File: src/sssp_pkg.sv
// Package for the single-source shortest path engine.
// Holds the transfer payload types, the register indexes and the controller interface.
// No dependencies.
`timescale 1ns / 1ps

package sssp_pkg;

  localparam int VERTEX_W = 5;
  localparam int COUNT_W  = 6;
  localparam int WEIGHT_W = 16;
  localparam int DIST_W   = 32;
  localparam int CFG_W    = 6;
  localparam int CFG_IDX_W = 1;
  localparam int RESULT_LIMIT = 32;

  localparam logic [CFG_IDX_W-1:0] REG_SOURCE_VERTEX = 1'd0;
  localparam logic [CFG_IDX_W-1:0] REG_VERTEX_COUNT  = 1'd1;

  typedef struct packed {
    logic [VERTEX_W-1:0]        edge_from;
    logic [VERTEX_W-1:0]        edge_to;
    logic signed [WEIGHT_W-1:0] edge_weight;
    logic                       last_edge;
  } in_t;

  typedef struct packed {
    logic [VERTEX_W-1:0]      vertex_id;
    logic                     reachable;
    logic signed [DIST_W-1:0] distance;
    logic                     negative_cycle;
    logic                     last_vertex;
  } out_t;

  typedef struct packed {
    logic [VERTEX_W-1:0]        from_v;
    logic [VERTEX_W-1:0]        to_v;
    logic signed [WEIGHT_W-1:0] weight;
  } edge_t;

  // Commands from the controller to the datapath.
  typedef struct packed {
    logic load_en;   // edges may be taken from the input channel
    logic init;      // start of a run: clear marks, seed the source
    logic fetch;     // read the current edge
    logic dread;     // read both end-point distances
    logic relax;     // evaluate the edge and update
    logic pass_end;  // close a pass
    logic out_rd;    // read the distance of the current result vertex
    logic out_load;  // move a result into the output register
  } cmd_t;

  // Status from the datapath to the controller.
  typedef struct packed {
    logic start;       // last edge transferred this cycle
    logic src_ok;      // source lies among the vertices in use
    logic edges_empty; // no stored edges
    logic edge_last;   // current edge is the final stored one
    logic checking;    // the pass in progress is the cycle check
    logic out_free;    // output register can take a result
    logic out_last;    // current result vertex is the final one
  } sts_t;

endpackage

File: src/sssp_ctrl.sv
// Controller state machine of the shortest path engine.
// Depends on sssp_pkg for the command and status structs.
`timescale 1ns / 1ps

module sssp_ctrl (
  input  logic            clk,
  input  logic            rst,
  input  sssp_pkg::sts_t  sts,
  output sssp_pkg::cmd_t  cmd
);

  localparam logic [2:0] S_IDLE  = 3'd0;
  localparam logic [2:0] S_INIT  = 3'd1;
  localparam logic [2:0] S_FETCH = 3'd2;
  localparam logic [2:0] S_DREAD = 3'd3;
  localparam logic [2:0] S_RELAX = 3'd4;
  localparam logic [2:0] S_PEND  = 3'd5;
  localparam logic [2:0] S_ORD   = 3'd6;
  localparam logic [2:0] S_OUT   = 3'd7;

  logic [2:0] state;
  logic [2:0] state_next;

  always_ff @(posedge clk) begin
    if (rst) begin
      state <= S_IDLE;
    end else begin
      state <= state_next;
    end
  end

  always_comb begin
    cmd        = '0;
    state_next = state;
    unique case (state)
      S_IDLE: begin
        cmd.load_en = 1'b1;
        if (sts.start) begin
          state_next = S_INIT;
        end
      end
      S_INIT: begin
        cmd.init = 1'b1;
        if (!sts.src_ok) begin
          state_next = S_ORD;
        end else if (sts.edges_empty) begin
          state_next = S_PEND;
        end else begin
          state_next = S_FETCH;
        end
      end
      S_FETCH: begin
        cmd.fetch  = 1'b1;
        state_next = S_DREAD;
      end
      S_DREAD: begin
        cmd.dread  = 1'b1;
        state_next = S_RELAX;
      end
      S_RELAX: begin
        cmd.relax  = 1'b1;
        state_next = sts.edge_last ? S_PEND : S_FETCH;
      end
      S_PEND: begin
        cmd.pass_end = 1'b1;
        if (sts.checking) begin
          state_next = S_ORD;
        end else if (sts.edges_empty) begin
          state_next = S_PEND;
        end else begin
          state_next = S_FETCH;
        end
      end
      S_ORD: begin
        cmd.out_rd = 1'b1;
        state_next = S_OUT;
      end
      S_OUT: begin
        if (sts.out_free) begin
          cmd.out_load = 1'b1;
          state_next   = sts.out_last ? S_IDLE : S_ORD;
        end
      end
      default: begin
        state_next = S_IDLE;
      end
    endcase
  end

endmodule

File: config.mk
export PLATFORM = sky130hd
export DESIGN_NAME = sssp_ctrl
export DESIGN_NICKNAME = d
export VERILOG_FILES = /design/src/sssp_pkg.sv /design/src/sssp_ctrl.sv
export SDC_FILE = /design/constraint.sdc
export NUM_CORES = 1
export LEC_CHECK = 0
export BUFFER_PORTS_ARGS = -buffer_cell sky130_fd_sc_hd__buf_4
export CORE_AREA = 2 2 39 41
export CTS_CLUSTER_DIAMETER = 150
export DETAILED_ROUTE_END_ITERATION = 8
export DIE_AREA = 0 0 41 43
export PLACE_DENSITY_LB_ADDON = 0.25
export SLEW_MARGIN = 20
export SYNTH_ARGS = -nofsm -noshare
export SYNTH_HDL_FRONTEND = slang
export SYNTH_SLANG_ARGS = --single-unit
File: constraint.sdc
create_clock -name clk -period 1.3 [get_ports clk]
set_clock_uncertainty 0.1 [all_clocks]
set_input_delay 0.13 -clock clk [delete_from_list [all_inputs] [get_ports clk]]
set_output_delay 0.13 -clock clk [all_outputs]
set_load 0.02 [all_outputs]
==> impl_metrics.csv, run 1 <==
group,metric,value,unit
worst_setup_path,arrival,1.04,ns
yosys,synthCells,41,
worst_setup_path,start_kind,"flop",
worst_setup_path,worst-r2r-cell-count,4,
timing,slew_headroom,0.800,
floorplan,die_w,41,um
yosys,synth.most_common_cell,"nor3_1",
yosys,synth_edf_count,0,
power,seqPwrFrac,0.196,
worst_setup_path,path_class,"reg -> out",
timing,fmax,0.785,GHz
min_path,hold-path-cell-count,3,
power,switching_share,0.403,
routing,drt-vias-per-instance,4.89,
run_status,status,"complete, no violations",
placed_design,port-buffer-count,16,
global_routing,grt_overflow_total,0,
yosys,yosysUniqueCellTypes,28,
routing,drc_errors,0,
floorplan,fp.dieH,43,um
routing,ant_nets,0,
timing,rsz0062_at_grt,"true",
clocking,clock_latency,0.24,ns
worst_setup_path,path_max_fanout,7,
timing,drv_slew,0,
yosys,async_reset_ff_frac,0,
job,cap_violations,0,
routing,wl,1000,um
clocking,clkSinkCount,3,
global_routing,antenna_found_initial,0,
finish,nets,79,
yosys,synth_nets,50,
yosys,synth_top_area_share,0.194,
floorplan,rows,14,
floorplan,ios,17,
floorplan,initial_core_util,0.223,
global_routing,grt_max_degree,10,
placed_design,dp.cells,75,
finish,nFillCells,141,
power,cellPowerDensity,1490,mW/mm^2
power,pwr-share-comb,0.608,
finish,drive_gt1_frac,0.594,
timing,finalHoldViolCount,0,
finish,largest_reg_flops,3,
power,p_clk_frac,0.195,
min_path,hold_path_class,"in -> reg",
yosys,synth_top_cell_by_area,"dfxtp_1",
placed_design,preCtsSetupSlack,0.0546,ns
power,p_int,0.529,mW
routing,vias,416,
worst_setup_path,crit_required,1.07,ns
routing,routedWlPerCell,11.8,um
power,p_leak,0.271,nW
timing,worst_pin_slew,0.297,ns
finish,antenna_cells,0,
timing,fin_crit_sh,0.980,
timing,period_needed,1.27,ns
global_routing,gr-usage-all-layers,0.127,
placed_design,place_area,467,um^2
clocking,root_buffer,"clkbuf_4",
power,finalPower,0.885,mW
placed_design,gp_congestion,0.671,
timing,setup_violations,0,
worst_setup_path,cp-end-kind,"output pin",
clocking,cts_buffer_depth,2,
yosys,netlist_area,309,um^2
clocking,clk_pin_slew,0.04,ns
placed_design,dp_hpwl,715,um
timing,setup_ws,0.0262,ns
global_routing,grt_first_pass_wirelength,1410,um
yosys,synth_common_cells,"nor3_1, dfxtp_1, nand2_1",
finish,regMostFlops,"state",
yosys,synth_area_per_cell,7.54,um^2
finish,top_regs,"state (3)",
floorplan,coreArea,0.00138,mm^2
global_routing,first_global_vias,327,
yosys,yosys_warnings,0,
power,switchingPower,0.357,mW
yosys,yosysSeqAreaShare,0.194,
clocking,cts_tree,"yes",
timing,finalSetupTns,0,ns
clocking,cts-buffers-inserted,3,
floorplan,die-area,0.00176,mm^2
timing,hold_ws,0.148,ns
power,ir_drop,606,uV
finish,fin_cells,85,
yosys,synth-seq-cells,3,
clocking,cts_max_level,1,
finish,utilization,0.429,
routing,drtIter0Drc,2,
finish,area_growth,91.9,%
finish,final_cell_area,593,um^2
yosys,synth_flop_cell,"dfxtp_1",
yosys,yosys-top-cells-area,"dfxtp_1, nor3_1, a211o_1",
routing,dr.pass1.iters,2,
## cell usage in the layout, fill, tap and decap left out, drive strengths merged, types with 2 or more instances in the layout
master,n
buf,24
clkbuf,5
nor3,4
dfxtp,3
nand2,3
nor2b,3
inv,3
and3,2
nor2,2
a211o,2
o21ai,2
## kinds of logic (layout without fill, tap and decap cells)
group	count (synthesis)	count (layout)	synth area share
flops	3	3	0.194
simple gates	19	19	0.373
compound gates	14	14	0.356
buf+inv	5	33	0.0769
## worst paths after layout
path	from	endpoint	slack [ns]
max reg2reg	state[1]	state[1]	0.03
min	sts[4]	state[0]	0.15
min reg2reg	state[0]	state[0]	0.53
max	state[1]	cmd[7]	0.03
## power by group through the flow
stage / clock [mW] / combinational [mW] / sequential [mW]
6_report: 0.173 / 0.539 / 0.174
3_5_place_dp: 0 / 0.424 / 0.162
4_1_cts: 0.180 / 0.456 / 0.166
3_3_place_gp: 0 / 0.421 / 0.164
2_1_floorplan: 0 / 0.274 / 0.148
5_1_grt: 0.195 / 0.582 / 0.176
## worst max-delay path, stage by stage, from the launching register on
cell and delay (ns):
dfxtp_4 0.36, buf_6 0.13, nor3_2 0.15, buf_4 0.15
## repair_timing
item,in CTS,in global routing
hold buffers,1,0
setup buffers,1,4
endpoints found under the hold margin,2,0
setup endpoints to repair,8,7
pin swaps,0,3
resized for setup,8,11
## per-layer routing
metal	track usage	up-vias	part of all wire
li1	-	210	-
met2	0.194	14	0.48
met1	0.121	189	0.41
met3	0.0785	3	0.085
met5	0	-	0
met4	0.0800	0	0.021
## area by class of cell
class / instances / area [um^2] / area share
Clock buffer: 4 / 26.3 / 0.0443
Multi-Input combinational cell: 33 / 248 / 0.418
Sequential cell: 3 / 71.3 / 0.120
Tap cell: 16 / 20.0 / 0.0338
Timing Repair Buffer: 26 / 214 / 0.361
Inverter: 3 / 13.8 / 0.0232
Power figures use the tool's default switching activity.
==> run 2: changes to the inputs <==
--- a/config.mk
+++ b/config.mk
@@ -5,11 +5,12 @@
 export SDC_FILE = /design/constraint.sdc
 export NUM_CORES = 1
 export LEC_CHECK = 0
-export BUFFER_PORTS_ARGS = -buffer_cell sky130_fd_sc_hd__buf_4
+export ABC_CLOCK_PERIOD_IN_PS = 1300
 export CORE_AREA = 2 2 39 41
 export CTS_CLUSTER_DIAMETER = 150
 export DETAILED_ROUTE_END_ITERATION = 8
 export DIE_AREA = 0 0 41 43
+export DONT_BUFFER_PORTS = 1
 export PLACE_DENSITY_LB_ADDON = 0.25
 export SLEW_MARGIN = 20
 export SYNTH_ARGS = -nofsm -noshare
==> impl_metrics.csv, run 2 (synthesized netlist as in run 1, its figures left out) <==
group,metric,value,unit
routing,drc_errors,0,
finish,fin_cells,75,
timing,period_needed,1.27,ns
clocking,clkSinkCount,3,
floorplan,ios,17,
timing,worst_pin_slew,0.288,ns
placed_design,dp_hpwl,721,um
finish,final_cell_mix,"buf_4, buf_6, nor3_2, clkbuf_4, dfxtp_4",
timing,finalSetupTns,0,ns
global_routing,gr-usage-all-layers,0.118,
placed_design,dp.cells,66,
clocking,root_buffer,"clkbuf_4",
routing,drt-vias-per-instance,5.23,
routing,wl,993,um
timing,finalHoldViolCount,0,
run_status,status,"complete, no violations",
global_routing,antenna_found_initial,0,
finish,nets,69,
timing,setup_ws,0.0267,ns
clocking,cts-buffers-inserted,3,
min_path,hold_path_class,"in -> reg",
routing,routedWlPerCell,13.2,um
worst_setup_path,cp-end-kind,"output pin",
finish,top_regs,"state (3)",
floorplan,rows,14,
clocking,clk_pin_slew,0.04,ns
floorplan,fp.dieH,43,um
power,cellPowerDensity,1640,mW/mm^2
routing,ant_nets,0,
worst_setup_path,path_max_fanout,7,
placed_design,gp_congestion,0.731,
global_routing,grt_max_degree,10,
floorplan,die-area,0.00176,mm^2
timing,rsz0062_at_grt,"true",
placed_design,preCtsSetupSlack,0.0455,ns
timing,fmax,0.785,GHz
global_routing,grt_overflow_total,0,
finish,utilization,0.382,
power,p_leak,0.223,nW
placed_design,port-buffer-count,0,
worst_setup_path,start_kind,"flop",
clocking,cts_tree,"yes",
power,ir_drop,535,uV
worst_setup_path,path_class,"reg -> out",
worst_setup_path,arrival,1.04,ns
timing,slew_headroom,0.806,
global_routing,grt_first_pass_wirelength,1440,um
finish,regMostFlops,"state",
clocking,cts_max_level,1,
finish,final_common_cell,"buf_4",
floorplan,initial_core_util,0.223,
floorplan,coreArea,0.00138,mm^2
finish,final_cell_area,529,um^2
job,cap_violations,0,
power,finalPower,0.869,mW
floorplan,die_w,41,um
clocking,clock_latency,0.23,ns
timing,drv_slew,0,
clocking,cts_buffer_depth,2,
finish,drive_gt1_frac,0.559,
routing,drtIter0Drc,1,
worst_setup_path,crit_required,1.07,ns
finish,antenna_cells,0,
finish,largest_reg_flops,3,
placed_design,place_area,399,um^2
timing,hold_ws,0.0552,ns
routing,dr.pass1.iters,2,
routing,vias,392,
timing,setup_violations,0,
finish,area_growth,71.3,%
timing,fin_crit_sh,0.979,
global_routing,first_global_vias,371,
## run 2: power breakdown
| group | internal, mW | total [mW] | switching (mW) |
|---|---|---|---|
| registers | 0.129 | 0.181 | 0.0516 |
| logic | 0.280 | 0.530 | 0.250 |
| clock network | 0.115 | 0.159 | 0.0445 |
| total | 0.523 | 0.869 | 0.346 |
## run 2: per-layer routing
layer,share of wire,track usage,wire [um],vias up
li1,-,-,-,191
met1,0.37,0.122,365,186
met2,0.55,0.203,542,13
met3,0.075,0.0209,74,2
met4,0.011,0.0733,11,0
met5,0,0,0,-
## run 2: worst paths after layout
kind | cells after the start | start | end | slack, ns
max | 3 | state[2] | cmd[5] | 0.03
min | 2 | sts[4] | state[0] | 0.06
max reg2reg | 4 | state[2] | state[0] | 0.06
min reg2reg | 2 | state[2] | state[2] | 0.52
## run 2: critical path, cell delays in order (launching register included)
cell and delay, ns:
dfxtp_4 0.36, buf_6 0.14, nor3_2 0.15, buf_4 0.16
## run 2: cell type report
type	instances	area [um^2]
fillers	159	855
multi-input cells	33	256
repair buffers	16	141
flip-flops and latches	3	71.3
clock buffers	4	26.3
well taps	16	20.0
inverters	3	13.8
## run 2: what timing repair did
item,in CTS,in global routing
setup buffers,0,4
resized for setup,7,14
pin swaps,0,4
hold buffers,1,0
endpoints found under the setup margin,8,8
hold endpoints to repair,3,0
